<file path="src/rtl/epq_pkg.sv">
// shared constants, types and codes for the event priority queue
`default_nettype none

package epq_pkg;

  localparam int CAPACITY   = 16;
  localparam int ID_BITS    = 16;
  localparam int TIME_BITS  = 32;
  localparam int DATA_BITS  = 32;
  localparam int SLOT_BITS  = (CAPACITY > 1) ? $clog2(CAPACITY) : 1;
  localparam int COUNT_BITS = $clog2(CAPACITY + 1);
  localparam int OP_BITS    = 3;
  localparam int ST_BITS    = 3;
  localparam int ENTRY_BITS = ID_BITS + TIME_BITS + DATA_BITS;

  typedef enum logic [OP_BITS-1:0] {
    OP_ADD    = 3'd0,
    OP_REMOVE = 3'd1,
    OP_POP    = 3'd2,
    OP_PEEK   = 3'd3,
    OP_UPDATE = 3'd4
  } op_t;

  typedef enum logic [ST_BITS-1:0] {
    ST_OK       = 3'd0,
    ST_DUP      = 3'd1,
    ST_NOTFOUND = 3'd2,
    ST_EMPTY    = 3'd3,
    ST_FULL     = 3'd4
  } status_t;

  typedef enum logic [1:0] {
    S_IDLE,
    S_SCAN,
    S_DRAIN,
    S_DONE
  } epq_state_t;

  typedef struct packed {
    logic [ID_BITS-1:0]   id;
    logic [TIME_BITS-1:0] tm;
    logic [DATA_BITS-1:0] dt;
  } slot_entry_t;

endpackage

`default_nettype wire

</file>
<file path="src/rtl/epq_if.sv">
// valid/ready channel interfaces for operations and results
`default_nettype none

interface epq_in_if;
  logic                           valid;
  logic                           ready;
  logic [epq_pkg::OP_BITS-1:0]    opcode;
  logic [epq_pkg::ID_BITS-1:0]    event_id;
  logic [epq_pkg::TIME_BITS-1:0]  event_time;
  logic [epq_pkg::DATA_BITS-1:0]  event_data;

  modport source (output valid, opcode, event_id, event_time, event_data, input ready);
  modport sink   (input valid, opcode, event_id, event_time, event_data, output ready);
endinterface

interface epq_out_if;
  logic                            valid;
  logic                            ready;
  logic [epq_pkg::ST_BITS-1:0]     status;
  logic [epq_pkg::ID_BITS-1:0]     out_id;
  logic [epq_pkg::TIME_BITS-1:0]   out_time;
  logic [epq_pkg::DATA_BITS-1:0]   out_data;
  logic [epq_pkg::COUNT_BITS-1:0]  occupancy;

  modport source (output valid, status, out_id, out_time, out_data, occupancy, input ready);
  modport sink   (input valid, status, out_id, out_time, out_data, occupancy, output ready);
endinterface

`default_nettype wire

</file>
<file path="src/rtl/event_priority_queue_top.sv">
// event priority queue: memory-held slots scanned once per operation
// the result is loaded into the output register when the decision fires in the done state
// a new operation is taken only in idle, after the last one has been decided; the scan
//   reads one slot per cycle through the single read port of the slot ram
// a finished result waits in the output register while the next operation is taken
// reset (synchronous, active low) clears all slot valid bits, the count and the fsm;
//   slot ram contents are not cleared and are only read behind a valid bit
`default_nettype none

module event_priority_queue_top (
  input wire logic  clk,
  input wire logic  rst_n,
  epq_in_if.sink    in_ch,
  epq_out_if.source out_ch
);

  import epq_pkg::*;

  localparam logic [SLOT_BITS-1:0] LAST_SLOT = SLOT_BITS'(CAPACITY - 1);

  epq_state_t state_r, state_nxt;

  // operation latched at input transfer
  logic [OP_BITS-1:0]   op_r;
  logic [ID_BITS-1:0]   id_r;
  logic [TIME_BITS-1:0] tm_r;
  logic [DATA_BITS-1:0] dt_r;

  // slot bookkeeping in flops
  logic [CAPACITY-1:0]   valid_r;
  logic [COUNT_BITS-1:0] count_r;

  // scan address and the read pipeline registers beside the ram
  logic [SLOT_BITS-1:0] addr_r;
  logic                 pipe_v_r;
  logic [SLOT_BITS-1:0] pipe_idx_r;
  logic                 pipe_slot_v_r;

  // scan results
  logic                 hit_r;
  logic [SLOT_BITS-1:0] hit_idx_r;
  slot_entry_t          hit_entry_r;
  logic                 best_v_r;
  logic [SLOT_BITS-1:0] best_idx_r;
  slot_entry_t          best_entry_r;
  logic                 free_v_r;
  logic [SLOT_BITS-1:0] free_idx_r;

  // output register
  logic                  out_valid_r;
  logic [ST_BITS-1:0]    out_status_r;
  slot_entry_t           out_entry_r;
  logic [COUNT_BITS-1:0] out_count_r;

  // ram ports
  logic                  ram_we;
  logic [SLOT_BITS-1:0]  ram_waddr;
  slot_entry_t           ram_wdata;
  logic [ENTRY_BITS-1:0] ram_rdata;
  slot_entry_t           rd_entry;

  // decision made in the done state
  logic                  in_xfer;
  logic                  done_fire;
  logic [ST_BITS-1:0]    res_status;
  slot_entry_t           res_entry;
  logic                  set_valid;
  logic                  clr_valid;
  logic [SLOT_BITS-1:0]  clr_idx;
  logic [COUNT_BITS-1:0] count_after;

  epq_ram #(
    .WIDTH (ENTRY_BITS),
    .DEPTH (CAPACITY)
  ) u_slot_ram (
    .clk   (clk),
    .we    (ram_we),
    .waddr (ram_waddr),
    .wdata (ram_wdata),
    .raddr (addr_r),
    .rdata (ram_rdata)
  );

  assign rd_entry = slot_entry_t'(ram_rdata);

  assign in_ch.ready = (state_r == S_IDLE);
  assign in_xfer     = in_ch.valid && in_ch.ready;
  // the result may only be committed when the output register is free
  assign done_fire   = (state_r == S_DONE) && (!out_valid_r || out_ch.ready);

  assign out_ch.valid     = out_valid_r;
  assign out_ch.status    = out_status_r;
  assign out_ch.out_id    = out_entry_r.id;
  assign out_ch.out_time  = out_entry_r.tm;
  assign out_ch.out_data  = out_entry_r.dt;
  assign out_ch.occupancy = out_count_r;

  // fsm: idle -> scan every slot -> drain the last read -> decide and write back
  always_ff @(posedge clk) begin
    if (!rst_n) begin
      state_r <= S_IDLE;
    end else begin
      state_r <= state_nxt;
    end
  end

  always_comb begin
    state_nxt = state_r;
    case (state_r)
      S_IDLE: begin
        if (in_xfer) state_nxt = S_SCAN;
      end
      S_SCAN: begin
        if (addr_r == LAST_SLOT) state_nxt = S_DRAIN;
      end
      S_DRAIN: begin
        state_nxt = S_DONE;
      end
      S_DONE: begin
        if (done_fire) state_nxt = S_IDLE;
      end
      default: begin
        state_nxt = S_IDLE;
      end
    endcase
  end

  // operation decision; writes happen only here, after the scan has finished,
  // so no read of the next scan can overlap a pending write
  always_comb begin
    res_status = ST_OK;
    res_entry  = '0;
    ram_we     = 1'b0;
    ram_waddr  = free_idx_r;
    ram_wdata  = '{id: id_r, tm: tm_r, dt: dt_r};
    set_valid  = 1'b0;
    clr_valid  = 1'b0;
    clr_idx    = hit_idx_r;
    case (op_r)
      OP_ADD: begin
        if (hit_r) begin
          res_status = ST_DUP;
          res_entry  = hit_entry_r;
        end else begin
          res_entry = '{id: id_r, tm: tm_r, dt: dt_r};
          if (!free_v_r) begin
            res_status = ST_FULL;
          end else begin
            ram_we    = 1'b1;
            set_valid = 1'b1;
          end
        end
      end
      OP_REMOVE: begin
        if (hit_r) begin
          res_entry = hit_entry_r;
          clr_valid = 1'b1;
        end else begin
          res_status   = ST_NOTFOUND;
          res_entry.id = id_r;
        end
      end
      OP_UPDATE: begin
        if (hit_r) begin
          res_entry = '{id: hit_entry_r.id, tm: tm_r, dt: dt_r};
          ram_we    = 1'b1;
          ram_waddr = hit_idx_r;
          ram_wdata = res_entry;
        end else begin
          res_status   = ST_NOTFOUND;
          res_entry.id = id_r;
        end
      end
      OP_POP, OP_PEEK: begin
        if (best_v_r) begin
          res_entry = best_entry_r;
          if (op_r == OP_POP) begin
            clr_valid = 1'b1;
            clr_idx   = best_idx_r;
          end
        end else begin
          res_status = ST_EMPTY;
        end
      end
      default: begin
        // undefined opcode: no operation
        res_status = ST_OK;
      end
    endcase
    if (!done_fire) begin
      ram_we    = 1'b0;
      set_valid = 1'b0;
      clr_valid = 1'b0;
    end
    count_after = count_r + COUNT_BITS'(set_valid) - COUNT_BITS'(clr_valid);
  end

  // control state
  always_ff @(posedge clk) begin
    if (!rst_n) begin
      valid_r     <= '0;
      count_r     <= '0;
      out_valid_r <= 1'b0;
      pipe_v_r    <= 1'b0;
    end else begin
      pipe_v_r <= (state_r == S_SCAN);
      if (set_valid) valid_r[free_idx_r] <= 1'b1;
      if (clr_valid) valid_r[clr_idx] <= 1'b0;
      count_r <= count_after;
      if (done_fire) begin
        out_valid_r <= 1'b1;
      end else if (out_ch.ready) begin
        out_valid_r <= 1'b0;
      end
    end
  end

  // datapath: operation capture, scan address, compare against each read slot
  always_ff @(posedge clk) begin
    pipe_idx_r    <= addr_r;
    pipe_slot_v_r <= valid_r[addr_r];
    if (in_xfer) begin
      op_r     <= in_ch.opcode;
      id_r     <= in_ch.event_id;
      tm_r     <= in_ch.event_time;
      dt_r     <= in_ch.event_data;
      addr_r   <= '0;
      hit_r    <= 1'b0;
      best_v_r <= 1'b0;
      free_v_r <= 1'b0;
    end else begin
      if (state_r == S_SCAN && addr_r != LAST_SLOT) begin
        addr_r <= addr_r + SLOT_BITS'(1);
      end
      if (pipe_v_r) begin
        if (pipe_slot_v_r) begin
          if (rd_entry.id == id_r) begin
            hit_r       <= 1'b1;
            hit_idx_r   <= pipe_idx_r;
            hit_entry_r <= rd_entry;
          end
          // earliest time, ties to the lower id
          if (!best_v_r || rd_entry.tm < best_entry_r.tm ||
              (rd_entry.tm == best_entry_r.tm && rd_entry.id < best_entry_r.id)) begin
            best_v_r     <= 1'b1;
            best_idx_r   <= pipe_idx_r;
            best_entry_r <= rd_entry;
          end
        end else if (!free_v_r) begin
          // lowest free slot
          free_v_r   <= 1'b1;
          free_idx_r <= pipe_idx_r;
        end
      end
    end
    if (done_fire) begin
      out_status_r <= res_status;
      out_entry_r  <= res_entry;
      out_count_r  <= count_after;
    end
  end

  // the count always tracks the valid bits
  a_count_matches: assert property (@(posedge clk) disable iff (!rst_n)
    $countones(valid_r) == int'(count_r))
    else $error("held count differs from number of valid slots");

  a_count_bound: assert property (@(posedge clk) disable iff (!rst_n)
    int'(count_r) <= CAPACITY)
    else $error("held count above capacity");

  a_xfer_starts_scan: assert property (@(posedge clk) disable iff (!rst_n)
    in_xfer |=> (state_r == S_SCAN) && (addr_r == '0))
    else $error("input transfer did not start a scan from slot zero");

  a_write_only_done: assert property (@(posedge clk) disable iff (!rst_n)
    ram_we |-> (state_r == S_DONE) && !pipe_v_r)
    else $error("slot ram written while a scan is in flight");

  a_result_after_done: assert property (@(posedge clk) disable iff (!rst_n)
    done_fire |=> out_valid_r && (state_r == S_IDLE))
    else $error("decision did not load the output register");

endmodule

`default_nettype wire

</file>
<file path="src/rtl/epq_ram.sv">
// generic single-write, single-read ram with registered read data
`default_nettype none

module epq_ram #(
  parameter int WIDTH = 8,
  parameter int DEPTH = 16
) (
  input  wire logic                                   clk,
  input  wire logic                                   we,
  input  wire logic [((DEPTH > 1) ? $clog2(DEPTH) : 1)-1:0] waddr,
  input  wire logic [WIDTH-1:0]                       wdata,
  input  wire logic [((DEPTH > 1) ? $clog2(DEPTH) : 1)-1:0] raddr,
  output      logic [WIDTH-1:0]                       rdata
);

  logic [WIDTH-1:0] mem [DEPTH];

  always_ff @(posedge clk) begin
    if (we) begin
      mem[waddr] <= wdata;
    end
    rdata <= mem[raddr];
  end

endmodule

`default_nettype wire

</file>
<file path="src/flat_wrapper.sv">
// flat-port wrapper written by rule: the top's interface ports become plain ports
module event_priority_queue_top_flat import epq_pkg::*;
  (clk, rst_n, in_ch_valid, in_ch_opcode, in_ch_event_id, in_ch_event_time, in_ch_event_data, in_ch_ready, out_ch_valid, out_ch_status, out_ch_out_id, out_ch_out_time, out_ch_out_data, out_ch_occupancy, out_ch_ready);
  epq_in_if in_ch_i ();
  epq_out_if out_ch_i ();
  input wire logic clk;
  input wire logic rst_n;
  input wire logic [$bits(in_ch_i.valid)-1:0] in_ch_valid;
  input wire logic [$bits(in_ch_i.opcode)-1:0] in_ch_opcode;
  input wire logic [$bits(in_ch_i.event_id)-1:0] in_ch_event_id;
  input wire logic [$bits(in_ch_i.event_time)-1:0] in_ch_event_time;
  input wire logic [$bits(in_ch_i.event_data)-1:0] in_ch_event_data;
  output wire logic [$bits(in_ch_i.ready)-1:0] in_ch_ready;
  output wire logic [$bits(out_ch_i.valid)-1:0] out_ch_valid;
  output wire logic [$bits(out_ch_i.status)-1:0] out_ch_status;
  output wire logic [$bits(out_ch_i.out_id)-1:0] out_ch_out_id;
  output wire logic [$bits(out_ch_i.out_time)-1:0] out_ch_out_time;
  output wire logic [$bits(out_ch_i.out_data)-1:0] out_ch_out_data;
  output wire logic [$bits(out_ch_i.occupancy)-1:0] out_ch_occupancy;
  input wire logic [$bits(out_ch_i.ready)-1:0] out_ch_ready;
  assign in_ch_i.valid = in_ch_valid;
  assign in_ch_i.opcode = in_ch_opcode;
  assign in_ch_i.event_id = in_ch_event_id;
  assign in_ch_i.event_time = in_ch_event_time;
  assign in_ch_i.event_data = in_ch_event_data;
  assign in_ch_ready = in_ch_i.ready;
  assign out_ch_valid = out_ch_i.valid;
  assign out_ch_status = out_ch_i.status;
  assign out_ch_out_id = out_ch_i.out_id;
  assign out_ch_out_time = out_ch_i.out_time;
  assign out_ch_out_data = out_ch_i.out_data;
  assign out_ch_occupancy = out_ch_i.occupancy;
  assign out_ch_i.ready = out_ch_ready;
  event_priority_queue_top u_core (.clk(clk), .rst_n(rst_n), .in_ch(in_ch_i), .out_ch(out_ch_i));
endmodule
</file>
<file path="config.mk">
export PLATFORM = sky130hd
export DESIGN_NAME = event_priority_queue_top_flat
export DESIGN_NICKNAME = d
export VERILOG_FILES = /design/src/rtl/epq_pkg.sv /design/src/rtl/epq_if.sv /design/src/rtl/event_priority_queue_top.sv /design/src/rtl/epq_ram.sv /design/src/flat_wrapper.sv
export SDC_FILE = /design/constraint.sdc
export NUM_CORES = 2
export LEC_CHECK = 0
export BUFFER_PORTS_ARGS = -buffer_cell sky130_fd_sc_hd__buf_2
export CAP_MARGIN = 20
export CORE_MARGIN = 3
export CORE_UTILIZATION = 35
export DETAILED_ROUTE_END_ITERATION = 16
export GPL_TIMING_DRIVEN = 0
export PLACE_DENSITY = 0.53
export SLEW_MARGIN = 20
export SYNTH_ARGS = -nofsm -noshare
export SYNTH_HDL_FRONTEND = slang
export SYNTH_SLANG_ARGS = --single-unit
export TNS_END_PERCENT = 100
</file>
<file path="constraint.sdc">
create_clock -name clk -period 17.3 [get_ports clk]
set_input_delay 0 -clock clk [delete_from_list [all_inputs] [get_ports clk]]
set_output_delay 0 -clock clk [all_outputs]
set_load 0.01 [all_outputs]
</file>
* Yosys cells after proc, flatten, opt, wreduce, memory -nomap -nowiden
Memory sizes are Yosys's and may differ from the RTL's. A register that Yosys moved wholly into a read port is not among the register bits.
Index checks and enable logic that the tools add are counted.
W data, S select, Z words.
** Storage, ports and cells
- Bits in registers :: 380
- Bits in writable memories :: 1280
- Output and inout port bits :: 90
- Memories kept :: 1
** Memory list
- u_core.u_slot_ram.mem :: words 16, bits a word 80, read ports 1, clocked after memory_dff 1, write ports 1, line epq_ram.sv:16 : logic [WIDTH-1:0] mem [DEPTH];
** Cells by class
- Add/sub/neg operators :: 3
- Order comparisons :: 7
- Equal/unequal tests :: 14
- Multiplexer cells :: 46
- Bitwise logic cells :: 6
- Reduce and logical (&&, ||, !) cells :: 23
** Operators with widths (number)
- $mux W80 :: 4
- $pmux W80 S4 :: 1
- $mux W64 :: 2
- $mux W16 :: 4
- $eq A32 B32 Y1 :: 1
- $lt A32 B32 Y1 :: 1
- $mux W4 :: 5
- $and A16 B16 Y16 :: 1
- $eq A16 B16 Y1 :: 1
- $lt A16 B16 Y1 :: 1
- $mux W1 :: 16
- $not A16 Y16 :: 1
- $or A16 B16 Y16 :: 1
- $lt A4 B5 Y1 const B :: 3
- $reduce_and A4 Y1 :: 3
- $mux W2 :: 5
- $pmux W3 S3 :: 1
- $reduce_and A3 Y1 :: 3
- $demux W1 S4 :: 2
- $ge A4 B1 Y1 const B :: 2
- $pmux W2 S4 :: 1
- $eq A3 B2 Y1 const B :: 2
- $logic_and A1 B1 Y1 :: 6
- $mux W3 :: 2
- other kinds (21) :: 30

* Depth between registers and ports, before layout
- Word-level depth :: 11
- Depth in mapped cells :: 16

* Hierarchy
A second synthesis with hierarchy kept.
** Unflattened totals
- Cells, all modules :: 3001
- Area, all modules :: 64545.7 um^2
** Modules (own cells, without submodules)
- epq_ram :: times used 1, cells an instance 2054, area an instance 49422.4 um^2
- event_priority_queue_top :: times used 1, cells an instance 947, area an instance 15123.3 um^2

* Least setup slack after synthesis
Ideal clock, no wire load.
- Path kind :: register to register
- Start point :: reg u_core.state_r[0]
- End point :: reg u_core.hit_entry_r[0] in the netlist's numbering, enable pin
- Setup time :: 0.632 ns
- Arrival :: 6.759 ns
- Required time :: 16.668 ns
- Setup slack :: 9.909 ns
- Cell stages (with the launch flop) :: 6
- Buffers on the path :: 0
- Clock period less this slack :: 7.391 ns
- Cell sequence :: dfxtp_1 > inv_1 > ha_1 > nand2_1 > nand3_1 > nor3_1
** Between the ends
- Longest elaborated chain between the ends :: 4
** RTL lines
- start: declaration :: line event_priority_queue_top.sv:21 : epq_state_t state_r, state_nxt;
- start signal: assignment :: line event_priority_queue_top.sv:103 : state_r <= state_nxt;
- $logic_not A2 Y1 :: line event_priority_queue_top.sv:86 : assign in_ch.ready = (state_r == S_IDLE);
- named net in_ch_ready :: line flat_wrapper.sv:13 : output wire logic [$bits(in_ch_i.ready)-1:0] in_ch_ready;
- $logic_and A1 B1 Y1 :: line event_priority_queue_top.sv:87 : assign in_xfer = in_ch.valid && in_ch.ready;
- $not A1 Y1 (no line)
- $reduce_and A4 Y1 (no line)
- end signal: assignment :: line event_priority_queue_top.sv:240 : hit_entry_r <= rd_entry;
- end: declaration :: line event_priority_queue_top.sv:42 : slot_entry_t hit_entry_r;
The timed path passes the listed nets, and every way through them passes these cells.
A chain may end at the register's enable or synchronous reset.

* Worst setup path in the final report
- Start point :: reg u_core.u_slot_ram.rdata[46], read port of u_core.u_slot_ram.mem
- End point :: reg u_core.best_entry_r[42] in the netlist's numbering, enable pin
** Between the ends
- Longest elaborated chain between the ends :: 4
- Elaborated cells between the ends (all ways) :: 6
- Classes of those cells :: 1 x order compare; 1 x eq/ne; 4 x reduce/logical
** RTL lines
- start: declaration :: line epq_ram.sv:13 : output logic [WIDTH-1:0] rdata
- $lt A32 B32 Y1 or $eq A32 B32 Y1 (tied branches) :: line event_priority_queue_top.sv:243, event_priority_queue_top.sv:244
- $logic_or A1 B1 Y1 or $logic_and A1 B1 Y1 (tied branches) :: line event_priority_queue_top.sv:243, event_priority_queue_top.sv:244
- $logic_or A1 B1 Y1 * :: line event_priority_queue_top.sv:243 : if (!best_v_r || rd_entry.tm < best_entry_r.tm ||
- $reduce_and A4 Y1 (no line) *
- end signal: assignment :: line event_priority_queue_top.sv:247 : best_entry_r <= rd_entry;
- end: declaration :: line event_priority_queue_top.sv:45 : slot_entry_t best_entry_r;
Mark *: on every way between the ends. The rest lies on a longest branch, timed or not.

==> impl_metrics.tcl <==
set metrics [dict create \
    outcome "complete, no violations" \
    fp.dieArea_sq_um 190000 \
    p_int_uw 8020 \
    drive_gt1_share_pct 29.2 \
    synth_edf_count 1623 \
    fin_crit_sh_pct 23.0 \
    yosysWarnings 0 \
    critPathKind "reg -> reg" \
    wl_met1_um 72500 \
    dp_cells 5627 \
    cts_buffers 184 \
    rsz0062_at_grt "no" \
    ys_async_sr_fraction_pct 0 \
    power.total_uw 10700 \
    synth_cell_types 52 \
    io_buffers 176 \
    avgRoutedWirePerCell_um 28.1 \
    max_stage_delay_ps 870 \
    combPwrFrac_pct 13.9 \
    ys_ff_latch 1740 \
    syn_area_sq_um 64700 \
    yosysSeqAreaShare_pct 79.0 \
    dp_hpwl_um 112000 \
    p_sw_share_pct 25.0 \
    die_h_um 436 \
    tns_ps 0 \
    h-tree-depth 4 \
    track_usage_pct 18.2 \
    powerDensity_nw_per_um2 135 \
    drt_pre_antenna_iters 10 \
    areaGrowthSynthToFinish_pct 22.8 \
    postCtsSetupBuffers 0 \
    met3WireLength_um 9380 \
    antenna_left 0 \
    crit_slowest_cell "a2111oi_0" \
    cp.required_ps 17840 \
    finalNonFillerCells 6146 \
    power_frac_seq_pct 48.7 \
    power.ir.vdd_worst_mv 0.0743 \
    wl_met2_um 85400 \
    wl_um 173000 \
    ios 177 \
    fin_nets 3665 \
    critPathLaunchType "flop" \
    clkLatencyLatePin_ps 820 \
    clock-root-buffer "clkbuf_16" \
    crit_path_frequent_cell "buf_16" \
    syn_avg_cell_area_sq_um 22.6 \
    gr-total-overflow 0 \
    syn_nets 3008 \
    fillers 15879 \
    setup_viol 0 \
    clockPowerShare_pct 37.4 \
    row_count 157 \
    r2r_slack_ps 13320 \
    cts_tree "done" \
    viasPerCell 5.16 \
    fin_skew_ps 44.9 \
    path_buf_inv 3 \
    fin_crit_ps 3980 \
    drc 0 \
    drv_slew 0 \
    clkSinkCount 1740 \
    drtIter0Drc 3557 \
    path_max_fanout 16 \
    grt_pass1_wl_um 246000 \
    clockBufferDepth 3 \
    worst_pin_slew_ps 1100 \
    cp.arrival_ps 4530 \
    p_sw_uw 2680 \
    worstSetupEndpointType "flop" \
    grt_antenna_before_repair 1 \
    p_leak_uw 0.0259 \
    pre_cts_slack_ps 13310 \
    dieWidth_um 436 \
    synthesis.instances 2863 \
    slew_headroom_pct 26.9 \
    place.gp.congestion 0.777 \
    crit_chain "ha_1 -> and4_1 -> nand2_1 -> a2111oi_0 -> o31ai_2 -> o2111ai_1 -> o221ai_4 -> buf_16 -> buf_16 -> buf_16" \
    timing.final.ws_setup_ps 13320 \
    clock.fmax_ghz 0.251 \
    grt_max_degree 51 \
    hold_viol 0 \
    grt_pass1_vias 33331 \
    top_layer "met4" \
    core_area_sq_um 183000 \
    vias 31719 \
    hold_path.class "in -> reg" \
    synthFlopType "edfxtp_1" \
    clkTransAtPathRegs_ps 60 \
    critPathTopFamily "compound AO/OA/AOI/OAI gates" \
    cap_violations 0 \
    initial_core_util_pct 35.3 \
]
timing repair:
action / CTS / global route
hold endpoints to repair: 138 / 0
hold buffers: 171 / 0
resized for setup: 0 / 0
registers in the layout (all words and copies together), names as in the netlist, 4 cells and up:
| register | count |
|---|---|
| u_core.valid_r | 16 |
| u_core.tm_r | 32 |
| u_core.u_slot_ram.mem | 1280 |
| u_core.hit_idx_r | 4 |
| u_core.free_idx_r | 4 |
| u_core.u_slot_ram.rdata | 80 |
| u_core.count_r | 5 |
| u_core.dt_r | 32 |
| u_core.out_ch.out_id | 16 |
| u_core.pipe_idx_r | 4 |
| u_core.addr_r | 4 |
| u_core.hit_entry_r | 80 |
| u_core.id_r | 16 |
| u_core.best_entry_r | 80 |
| u_core.out_ch.out_data | 32 |
| u_core.out_ch.occupancy | 5 |
| u_core.best_idx_r | 4 |
| u_core.out_ch.out_time | 32 |
cells in the mapped netlist (8+ instances only):
cell type  number  area (sq um)
a21oi_1        38           190
inv_1         131           492
mux2i_1        20           200
nand2_1        66           248
mux4_2        405          9120
xor2_1         19           166
buf_2          37           185
buf_1          16          60.1
a211oi_1       18           135
nand4_1        10          62.6
a222oi_1       64           641
clkbuf_1       56           210
o22ai_1        16           100
edfxtp_1     1623         48700
buf_6          12           135
dfxtp_1       117          2340
nand3_1        11          55.1
o21ai_0         8          40.0
a21o_1          8          60.1
nor2_1         42           158
nor3_1         15          75.1
ha_1           57           713
nor2b_1        11          68.8
logic make-up after synthesis:
logic type,after synthesis,share of synthesized area [%]
XOR/XNOR,25,0.339
AND/OR/NAND/NOR,183,1.35
adder cells (fa/ha/maj),58,1.13
AO/OA/AOI/OAI,173,2.05
buffers and inverters,258,1.73
multiplexers,426,14.4
flip-flops,1740,79.0
metal layers:
| layer | vias to the layer above | track usage (%) |
|---|---|---|
| li1 | 13368 | - |
| met1 | 17083 | 24.4 |
| met2 | 1016 | 30.0 |
| met3 | 252 | 3.24 |
| met4 | 0 | 5.96 |
| met5 | - | 0 |
worst paths after layout:
| check | start | endpoint | depth (start not counted) |
|---|---|---|---|
| worst max register to register | u_core.u_slot_ram.rdata[46] | u_core.best_entry_r[42] | 10 |
| worst min-delay path | in_ch_event_time[14] | u_core.tm_r[14] | 2 |
| worst min register to register | u_core.addr_r[3] | u_core.pipe_idx_r[3] | 0 |
| worst max-delay path | u_core.u_slot_ram.rdata[46] | u_core.best_entry_r[42] | 10 |
per-stage QoR:
step	util (%)	hold WS, ps	area (sq um)
detailed placement	39.0	178	71500
finish	43.3	47.2	79400
floorplan	-	98.9	64700
CTS	43.3	9.62	79400
global placement	37.4	179	68600
global route	43.3	17.5	79400
power groups by stage:
| stage | logic (uW) | clock network, uW | registers [uW] |
|---|---|---|---|
| final | 1490 | 4000 | 5210 |
| after global routing | 1600 | 4260 | 5240 |
| after CTS | 1530 | 4110 | 5210 |
| after detailed placement | 1500 | 0 | 5300 |
| after global placement | 1460 | 0 | 5300 |
| after floorplan | 968 | 0 | 5190 |
area by class of cell:
| type | instances | area [sq um] | share of cell area, % |
|---|---|---|---|
| Antenna cell | 6 | 15.0 | 0.0189 |
| Multi-Input combinational cell | 865 | 12600 | 15.9 |
| Inverter | 133 | 509 | 0.641 |
| Buffer | 125 | 628 | 0.791 |
| Sequential cell | 1740 | 51100 | 64.3 |
| Timing Repair Buffer | 471 | 5280 | 6.65 |
| Tap cell | 2464 | 3080 | 3.88 |
| Clock buffer | 251 | 5180 | 6.53 |
| Clock inverter | 91 | 978 | 1.23 |
layout by cell type, fill, tap and decap left out, types with 15 or more instances in the layout:
| cell type | netlist | final |
|---|---|---|
| clkinv_1 | 1 | 23 |
| clkbuf_16 | 0 | 189 |
| a211oi_1 | 18 | 18 |
| mux2i_1 | 20 | 20 |
| a21oi_1 | 38 | 38 |
| nand2_1 | 66 | 66 |
| buf_4 | 4 | 18 |
| dfxtp_1 | 117 | 117 |
| a222oi_1 | 64 | 64 |
| nor2_1 | 42 | 30 |
| ha_1 | 57 | 57 |
| o22ai_1 | 16 | 16 |
| inv_1 | 131 | 131 |
| buf_12 | 0 | 49 |
| clkinv_2 | 0 | 31 |
| clkbuf_8 | 0 | 22 |
| xor2_1 | 19 | 19 |
| clkbuf_1 | 56 | 90 |
| buf_1 | 16 | 16 |
| buf_16 | 0 | 56 |
| bufinv_16 | 0 | 18 |
| mux4_2 | 405 | 405 |
| buf_6 | 12 | 15 |
| buf_2 | 37 | 213 |
| edfxtp_1 | 1623 | 1623 |
| dlygate4sd3_1 | 0 | 171 |
No activity file was read; power rests on OpenSTA's default activity.
